===== src/sv/bounded_int_stack_with_search_macros.svh =====
// assertion macros for the bounded integer stack
// used by bounded_int_stack_with_search; expects signals clock and reset in scope
`ifndef BOUNDED_INT_STACK_WITH_SEARCH_MACROS_SVH
`define BOUNDED_INT_STACK_WITH_SEARCH_MACROS_SVH

// same-cycle implication, disabled during reset
`define BIS_ASSERT_NOW(label, ante, cons, msg) \
   label: assert property (@(posedge clock) disable iff (reset) (ante) |-> (cons)) \
      else $error(msg);

// next-cycle implication, disabled during reset
`define BIS_ASSERT_NEXT(label, ante, cons, msg) \
   label: assert property (@(posedge clock) disable iff (reset) (ante) |=> (cons)) \
      else $error(msg);

`endif


===== src/sv/bis_pkg.sv =====
// types and codes shared by the bounded integer stack modules
// no dependencies
`timescale 1ns / 1ps

package bis_pkg;

   localparam int WORD_W  = 32;
   localparam int OP_W    = 3;
   localparam int STAT_W  = 2;
   localparam int FIDX_W  = 6;
   localparam int CNT_O_W = 7;
   localparam int CAP_W   = 7;

   localparam logic [CAP_W-1:0] CAP_RESET = 7'd64;

   // operation codes
   localparam logic [OP_W-1:0] OP_PUSH   = 3'd0;
   localparam logic [OP_W-1:0] OP_POP    = 3'd1;
   localparam logic [OP_W-1:0] OP_PEEK   = 3'd2;
   localparam logic [OP_W-1:0] OP_CLEAR  = 3'd3;
   localparam logic [OP_W-1:0] OP_SEARCH = 3'd4;

   // status codes
   localparam logic [STAT_W-1:0] ST_OK       = 2'd0;
   localparam logic [STAT_W-1:0] ST_FULL     = 2'd1;
   localparam logic [STAT_W-1:0] ST_EMPTY    = 2'd2;
   localparam logic [STAT_W-1:0] ST_NOTFOUND = 2'd3;

   typedef struct packed {
      logic [OP_W-1:0]          operation;
      logic signed [WORD_W-1:0] value;
   } bis_req_type;

   typedef struct packed {
      logic [STAT_W-1:0]        status;
      logic signed [WORD_W-1:0] data;
      logic [FIDX_W-1:0]        found_index;
      logic [CNT_O_W-1:0]       count;
      logic                     is_empty;
      logic                     is_full;
   } bis_rsp_type;

endpackage


===== src/sv/bis_ram.sv =====
// entry storage for the bounded integer stack: one write port, one registered read port
// depends on bis_pkg
`timescale 1ns / 1ps

module bis_ram #(
   parameter int DEPTH = 64,
   parameter int AW    = 6
) (
   input  logic                        clock,
   input  logic                        wr_en,
   input  logic [AW-1:0]               wr_addr,
   input  logic [bis_pkg::WORD_W-1:0]  wr_data,
   input  logic                        rd_en,
   input  logic [AW-1:0]               rd_addr,
   output logic [bis_pkg::WORD_W-1:0]  rd_data
);

   logic [bis_pkg::WORD_W-1:0] mem [DEPTH];
   logic [bis_pkg::WORD_W-1:0] rd_data_ff;

   always_ff @(posedge clock) begin
      if (wr_en) begin
         mem[wr_addr] <= wr_data;
      end
      if (rd_en) begin
         rd_data_ff <= mem[rd_addr];
      end
   end

   assign rd_data = rd_data_ff;

endmodule


===== src/sv/bis_seq.sv =====
// sequencer for the bounded integer stack: stack pointer, search walk and the key comparator
// depends on bis_pkg; drives bis_ram through its address and enable ports
`timescale 1ns / 1ps

module bis_seq #(
   parameter int DEPTH = 64,
   parameter int AW    = 6,
   parameter int CW    = 7
) (
   input  logic                              clock,
   input  logic                              reset,
   input  logic                              req_take,
   input  bis_pkg::bis_req_type              req_item,
   input  logic [bis_pkg::CAP_W-1:0]         capacity,
   output logic                              seq_idle,
   output logic                              res_load,
   output bis_pkg::bis_rsp_type              res_item,
   output logic                              wr_en,
   output logic [AW-1:0]                     wr_addr,
   output logic [bis_pkg::WORD_W-1:0]        wr_data,
   output logic                              rd_en,
   output logic [AW-1:0]                     rd_addr,
   input  logic [bis_pkg::WORD_W-1:0]        rd_data
);

   localparam int CMPW = (CW > bis_pkg::CAP_W) ? CW : bis_pkg::CAP_W;

   typedef enum logic [2:0] {
      S_IDLE = 3'b001,
      S_READ = 3'b010,
      S_SCAN = 3'b100
   } state_type;

   state_type                  state_ff, state_in;
   logic [CW-1:0]              count_ff, count_in;
   logic [CW-1:0]              count_m1;
   logic [AW-1:0]              idx_ff, idx_in;
   logic [bis_pkg::WORD_W-1:0] key_ff, key_in;
   logic [CMPW-1:0]            cap_ext, depth_ext, eff_cap;
   logic [bis_pkg::STAT_W-1:0] status;
   logic [bis_pkg::WORD_W-1:0] data;
   logic [AW-1:0]              found;
   logic                       full_now;

   // capacity above the built depth acts as the depth
   assign cap_ext   = CMPW'(capacity);
   assign depth_ext = CMPW'(DEPTH);
   assign eff_cap   = (cap_ext > depth_ext) ? depth_ext : cap_ext;
   assign full_now  = (CMPW'(count_ff) >= eff_cap);
   assign count_m1  = count_ff - CW'(1);

   always_comb begin
      state_in = state_ff;
      count_in = count_ff;
      idx_in   = idx_ff;
      key_in   = key_ff;
      wr_en    = 1'b0;
      wr_addr  = count_ff[AW-1:0];
      wr_data  = req_item.value;
      rd_en    = 1'b0;
      rd_addr  = count_m1[AW-1:0];
      res_load = 1'b0;
      status   = bis_pkg::ST_OK;
      data     = '0;
      found    = '0;
      case (state_ff)
         S_IDLE: begin
            if (req_take) begin
               case (req_item.operation)
                  bis_pkg::OP_PUSH: begin
                     res_load = 1'b1;
                     if (full_now) begin
                        status = bis_pkg::ST_FULL;
                     end else begin
                        wr_en    = 1'b1;
                        count_in = count_ff + CW'(1);
                     end
                  end
                  bis_pkg::OP_POP, bis_pkg::OP_PEEK: begin
                     if (count_ff == '0) begin
                        status   = bis_pkg::ST_EMPTY;
                        res_load = 1'b1;
                     end else begin
                        rd_en    = 1'b1;
                        state_in = S_READ;
                        if (req_item.operation == bis_pkg::OP_POP) begin
                           count_in = count_m1;
                        end
                     end
                  end
                  bis_pkg::OP_CLEAR: begin
                     count_in = '0;
                     res_load = 1'b1;
                  end
                  bis_pkg::OP_SEARCH: begin
                     if (count_ff == '0) begin
                        status   = bis_pkg::ST_NOTFOUND;
                        res_load = 1'b1;
                     end else begin
                        // walk starts at the top entry
                        rd_en    = 1'b1;
                        idx_in   = count_m1[AW-1:0];
                        key_in   = req_item.value;
                        state_in = S_SCAN;
                     end
                  end
                  default: begin
                     res_load = 1'b1;
                  end
               endcase
            end
         end
         S_READ: begin
            data     = rd_data;
            res_load = 1'b1;
            state_in = S_IDLE;
         end
         S_SCAN: begin
            // rd_data holds the entry at idx_ff
            if (rd_data == key_ff) begin
               found    = idx_ff;
               res_load = 1'b1;
               state_in = S_IDLE;
            end else if (idx_ff == '0) begin
               status   = bis_pkg::ST_NOTFOUND;
               res_load = 1'b1;
               state_in = S_IDLE;
            end else begin
               idx_in  = idx_ff - AW'(1);
               rd_en   = 1'b1;
               rd_addr = idx_ff - AW'(1);
            end
         end
         default: begin
            state_in = S_IDLE;
         end
      endcase
   end

   always_comb begin
      res_item.status      = status;
      res_item.data        = data;
      res_item.found_index = bis_pkg::FIDX_W'(found);
      res_item.count       = bis_pkg::CNT_O_W'(count_in);
      res_item.is_empty    = (count_in == '0);
      res_item.is_full     = (CMPW'(count_in) >= eff_cap);
   end

   assign seq_idle = (state_ff == S_IDLE);

   always_ff @(posedge clock) begin
      if (reset) begin
         state_ff <= S_IDLE;
         count_ff <= '0;
      end else begin
         state_ff <= state_in;
         count_ff <= count_in;
      end
      idx_ff <= idx_in;
      key_ff <= key_in;
   end

endmodule


===== src/sv/bounded_int_stack_with_search.sv =====
// Bounded LIFO stack of signed 32-bit words with linear search.
// Input channel req_*: one transaction carries an operation (push, pop, peek, clear,
// search) and a value. Result channel rsp_*: exactly one transaction per input, with
// status, data, found index, count and empty/full flags. csr_wr_en/csr_wr_data set the
// capacity in use (values above DEPTH act as DEPTH); write it only while idle.
// Push, clear, refusals and unknown operations load their result straight from the
// accept; a pop or peek that hits first reads the top entry (S_READ), and a search
// walks from the top entry down in S_SCAN until a match or a miss at the bottom entry.
// Pop, peek and search wait on the single registered read port of the entry memory and
// the one comparator, which the search walk visits one entry per cycle.
// One transaction is in flight at a time; req_stall is high while it is at work and
// while a finished result is held by a stalled receiver. The result sits in an output
// register and holds steady while rsp_stall is high.
// Synchronous reset empties the stack, drops any pending result and sets the capacity
// to 64; memory contents are not cleared, only entries below the count are ever read.
// depends on bis_pkg, bis_ram, bis_seq and bounded_int_stack_with_search_macros.svh
`timescale 1ns / 1ps
`include "bounded_int_stack_with_search_macros.svh"

module bounded_int_stack_with_search #(
   parameter int DEPTH = 64
) (
   input  logic                        clock,
   input  logic                        reset,
   input  logic                        req_valid,
   output logic                        req_stall,
   input  bis_pkg::bis_req_type        req_item,
   output logic                        rsp_valid,
   input  logic                        rsp_stall,
   output bis_pkg::bis_rsp_type        rsp_item,
   input  logic                        csr_wr_en,
   input  logic [bis_pkg::CAP_W-1:0]   csr_wr_data
);

   localparam int AW = (DEPTH > 1) ? $clog2(DEPTH) : 1;
   localparam int CW = $clog2(DEPTH + 1);

   logic [bis_pkg::CAP_W-1:0]  capacity_ff;
   logic                       rsp_valid_ff;
   bis_pkg::bis_rsp_type       rsp_ff;
   logic                       seq_idle;
   logic                       res_load;
   bis_pkg::bis_rsp_type       res_item;
   logic                       req_accept;
   logic                       wr_en, rd_en;
   logic [AW-1:0]              wr_addr, rd_addr;
   logic [bis_pkg::WORD_W-1:0] wr_data, rd_data;

   // take a transaction only when the output slot is free by the next edge
   assign req_stall  = !seq_idle || (rsp_valid_ff && rsp_stall);
   assign req_accept = req_valid && !req_stall;

   bis_seq #(
      .DEPTH(DEPTH),
      .AW   (AW),
      .CW   (CW)
   ) u_seq (
      .clock    (clock),
      .reset    (reset),
      .req_take (req_accept),
      .req_item (req_item),
      .capacity (capacity_ff),
      .seq_idle (seq_idle),
      .res_load (res_load),
      .res_item (res_item),
      .wr_en    (wr_en),
      .wr_addr  (wr_addr),
      .wr_data  (wr_data),
      .rd_en    (rd_en),
      .rd_addr  (rd_addr),
      .rd_data  (rd_data)
   );

   bis_ram #(
      .DEPTH(DEPTH),
      .AW   (AW)
   ) u_ram (
      .clock   (clock),
      .wr_en   (wr_en),
      .wr_addr (wr_addr),
      .wr_data (wr_data),
      .rd_en   (rd_en),
      .rd_addr (rd_addr),
      .rd_data (rd_data)
   );

   always_ff @(posedge clock) begin
      if (reset) begin
         capacity_ff  <= bis_pkg::CAP_RESET;
         rsp_valid_ff <= 1'b0;
      end else begin
         if (csr_wr_en) begin
            capacity_ff <= csr_wr_data;
         end
         if (res_load) begin
            rsp_valid_ff <= 1'b1;
         end else if (!rsp_stall) begin
            rsp_valid_ff <= 1'b0;
         end
      end
      if (res_load) begin
         rsp_ff <= res_item;
      end
   end

   assign rsp_valid = rsp_valid_ff;
   assign rsp_item  = rsp_ff;

   `BIS_ASSERT_NOW(a_no_overwrite, res_load, !(rsp_valid_ff && rsp_stall), "result overwrote a held transaction")
   `BIS_ASSERT_NEXT(a_accept_progress, req_accept, rsp_valid_ff || !seq_idle, "accepted transaction left no trace")
   `BIS_ASSERT_NOW(a_full_flag, rsp_valid_ff && (rsp_ff.status == bis_pkg::ST_FULL), rsp_ff.is_full, "refused push without full flag")

endmodule


===== config.mk =====
export PLATFORM = sky130hd
export DESIGN_NAME = bounded_int_stack_with_search
export DESIGN_NICKNAME = d
export VERILOG_FILES = /design/src/sv/bis_pkg.sv /design/src/sv/bis_ram.sv /design/src/sv/bis_seq.sv /design/src/sv/bounded_int_stack_with_search.sv
export VERILOG_INCLUDE_DIRS = /design/src /design/src/sv
export SDC_FILE = /design/constraint.sdc
export NUM_CORES = 2
export LEC_CHECK = 0
export ABC_AREA = 1
export BUFFER_PORTS_ARGS = -buffer_cell sky130_fd_sc_hd__clkbuf_2
export CAP_MARGIN = 20
export CORE_MARGIN = 3
export CORE_UTILIZATION = 45
export DETAILED_ROUTE_END_ITERATION = 10
export MAX_ROUTING_LAYER = met4
export SLEW_MARGIN = 20
export SYNTH_ARGS = -nofsm -noshare
export SYNTH_HDL_FRONTEND = slang
export SYNTH_SLANG_ARGS = --single-unit

===== constraint.sdc =====
create_clock -name clock -period 11.05 [get_ports clock]
set_input_delay 2.21 -clock clock [delete_from_list [all_inputs] [get_ports clock]]
set_output_delay 2.21 -clock clock [all_outputs]
set_load 0.005 [all_outputs]

==> results.py <==
metrics = {
    "synthesis": {
        "synth-edff-count": 2167,
        "synth_area_per_cell_um2": 11.2,
        "synth_cell_types": 36,
        "synthFlopType": "edfxtp_1",
        "synth_top_family_by_area": "simple AND/OR/NAND/NOR gates",
        "yosys.area_share.simple": 0.233,
        "synth_top_cell_area_share": 0.678,
        "synth-xor-area-share": 0.00283,
        "yosysSeqAreaShare": 0.681,
        "synth-seq-cells": 2185,
        "yosysWarnings": 0,
        "postSynth.asyncResetShare": 0,
        "yosys.area.top_type": "edfxtp_1",
        "syn-num-nets": 8621,
        "syn_inst": 8555,
        "synthAdderAreaFrac": 0.00248,
        "synth_mux_area_frac": 0.000104,
        "synth.area.top_cells": "edfxtp_1, nand3_1, nand3b_1",
        "syn_area_um2": 96000,
        "synth_compound_area_frac": 0.00374,
    },
    "floorplan": {
        "dieArea_um2": 219000,
        "start_util": 0.456,
        "coreArea_um2": 211000,
        "row_count": 168,
        "die_h_um": 468,
        "die_w_um": 468,
        "ios": 98,
    },
    "sta": {
        "finClkSkew_ns": 0.0342,
        "fmax_ghz": 0.168,
        "rsz0062_at_grt": "no",
        "tns_ns": 0,
        "setup_ws_ns": 5.09,
        "finalSetupViolCount": 0,
        "drv_slew": 0,
        "finalHoldViolCount": 0,
        "tightest_slew_ns": 1.20,
        "min_period_ns": 5.96,
        "slew_headroom": 0.201,
        "fin_crit_sh": 0.540,
    },
    "placed_design": {
        "dp_hpwl_um": 146000,
        "port_buffers": 97,
        "routabilityCongestion": 0.878,
        "placedCellCount": 11100,
        "place_ws_ns": 5.23,
    },
    "worst_setup_path": {
        "arrival_ns": 6.56,
        "cp.required_ns": 11.65,
        "cp-end-kind": "flop",
        "cp_max_fo": 78,
        "start_kind": "flop",
        "critPathKind": "flop to flop",
    },
    "grt": {
        "grt_pass1_vias": 61800,
        "grt_max_degree": 194,
        "overflow": 0,
        "grt_pass1_wl_um": 421000,
        "track_usage": 0.267,
        "antenna_found_initial": 13,
    },
    "pwr": {
        "p_comb_frac": 0.125,
        "switching_share": 0.267,
        "power.switching_uw": 5010,
        "p_seq_frac": 0.492,
        "p_int_uw": 13700,
        "irDropWorstVdd_mv": 0.157,
        "power_density_nw_per_um2": 177,
        "p_leak_uw": 0.0410,
        "power_frac_clock": 0.383,
    },
    "clock_tree": {
        "ctsHoldBuffers": 0,
        "root_buffer": "clkbuf_16",
        "clk_pin_slew_ns": 0.06,
        "cts_tree": "done",
        "insertion_delay_ns": 0.87,
        "post_cts_buffers": 0,
        "cts_buffers": 222,
        "cts-resized-gates": 0,
        "clock-sinks": 2185,
        "cts_buffer_depth": 3,
        "cts_htree_levels": 4,
    },
    "cells_and_area": {
        "final_cell_mix": "nand3_1, edfxtp_1, nand2_1",
        "areaGrowthSynthToFinish_pct": 10.6,
        "fin_nets": 8548,
        "fill_cells": 18400,
        "drive_gt1_frac": 0.0745,
        "final_common_cell": "nand3_1",
        "fin_cells": 11500,
    },
    "route": {
        "routed_via_density": 5.70,
        "initialDrtViolationCount": 8396,
        "detail_route.wl_per_cell_um": 25.1,
        "drc_errors": 0,
        "antenna_left": 0,
        "vias": 65300,
        "dr.pass1.iters": 6,
        "routed_wl_um": 288000,
    },
    "min_path": {
        "hp-class": "flop to flop",
    },
    "job": {
        "maxCapViolations": 0,
    },
    "run_status": {
        "status": "completed",
    },
}
-- synthesized netlist by cell type, drive strengths merged, types with 2 or more instances --
library cell	count
a21oi	11
buf	436
clkbuf	127
dfxtp	18
edfxtp	2167
ha	19
inv	1257
nand2	1290
nand3	2204
nand3b	767
nand4	4
nor2	156
nor3	9
nor4	2
o211ai	4
o21a	5
o21ai	39
or2	3
xnor2	25
xor2	6
-- path summary, 6_finish.rpt --
path | from | to | slack [ns] | cells past startpoint
hold reg to reg | capacity_ff[0] | capacity_ff[0] | 0.49 | 2
hold / removal | capacity_ff[0] | capacity_ff[0] | 0.49 | 2
setup / recovery | u_ram.rd_data[19] | u_ram.rd_data[27] | 5.09 | 19
setup reg to reg | u_ram.rd_data[19] | u_ram.rd_data[27] | 5.09 | 19
-- through the flow --
stage / instance area (um^2) / total power (uW) / utilization / hold WS (ns)
finish: 106000 / 18800 / 0.504 / 0.493
global route: 106000 / 19300 / 0.504 / 0.517
global placement: 99400 / 11700 / 0.471 / 0.464
detailed placement: 99400 / 11700 / 0.471 / 0.495
floorplan: 96000 / 10600 / - / 0.435
CTS: 106000 / 18800 / 0.504 / 0.505
-- kinds of logic (layout without fill, tap and decap cells) --
logic type | count (synthesis) | in the layout
compound gates | 63 | 63
xor+xnor | 31 | 31
fa+ha+maj | 19 | 19
buf+inv | 1820 | 1922
flops | 2185 | 2185
mux | 1 | 1
other cells | 0 | 3
simple gates | 4436 | 4436
-- critical path: stages, from the launching register on --
cell,delay [ns]
edfxtp_1,0.51
inv_1,0.14
nand2_1,0.06
nand2_1,0.05
nand2_1,0.10
nor2_1,0.14
nand2_1,0.14
nor2_2,0.24
nand2_4,0.14
nand3_4,0.55
buf_4,0.65
buf_4,0.76
buf_4,0.86
nand3b_1,0.16
nand3_1,0.12
nand3_1,0.08
nand3_1,0.15
nand3_1,0.13
nand3_1,0.43
nand2_1,0.10
-- area by class of cell --
class / instances / area, um^2 / share of cell area
well taps: 2805 / 3510 / 0.0330
repair buffers: 266 / 1880 / 0.0177
clock inverters: 111 / 915 / 0.00861
multi-input cells: 4550 / 23800 / 0.224
diodes: 3 / 7.51 / 0.0000707
inverters: 1257 / 4730 / 0.0446
flip-flops and latches: 2185 / 65400 / 0.616
clock buffers: 288 / 5890 / 0.0554
-- power by group through the flow --
stage | Sequential, uW | Clock (uW) | Combinational (uW)
final | 9230 | 7180 | 2340
after CTS | 9230 | 7280 | 2300
after global routing | 9230 | 7620 | 2490
after floorplan | 9390 | 0 | 1230
after global placement | 9400 | 0 | 2290
after detailed placement | 9400 | 0 | 2300
-- routing by layer --
| layer | global-route usage | share of wire | wire [um] | up-vias |
|---|---|---|---|---|
| met4 | 0.0837 | 0.033 | 9480 | 0 |
| met2 | 0.399 | 0.45 | 129000 | 3353 |
| li1 | - | - | - | 29300 |
| met1 | 0.373 | 0.42 | 120000 | 32200 |
| met5 | - | 0 | 0 | - |
| met3 | 0.0459 | 0.10 | 28600 | 541 |
-- registers in the layout, indices dropped and copies added (netlist names) --
register	cells
u_ram.rd_data	32
u_seq.state_ff	3
rsp_valid	1
capacity_ff	7
u_seq.idx_ff	6
u_ram.mem	2048
u_seq.key_ff	32
u_seq.count_ff	7
rsp_item	49
Power figures use the tool's default switching activity.
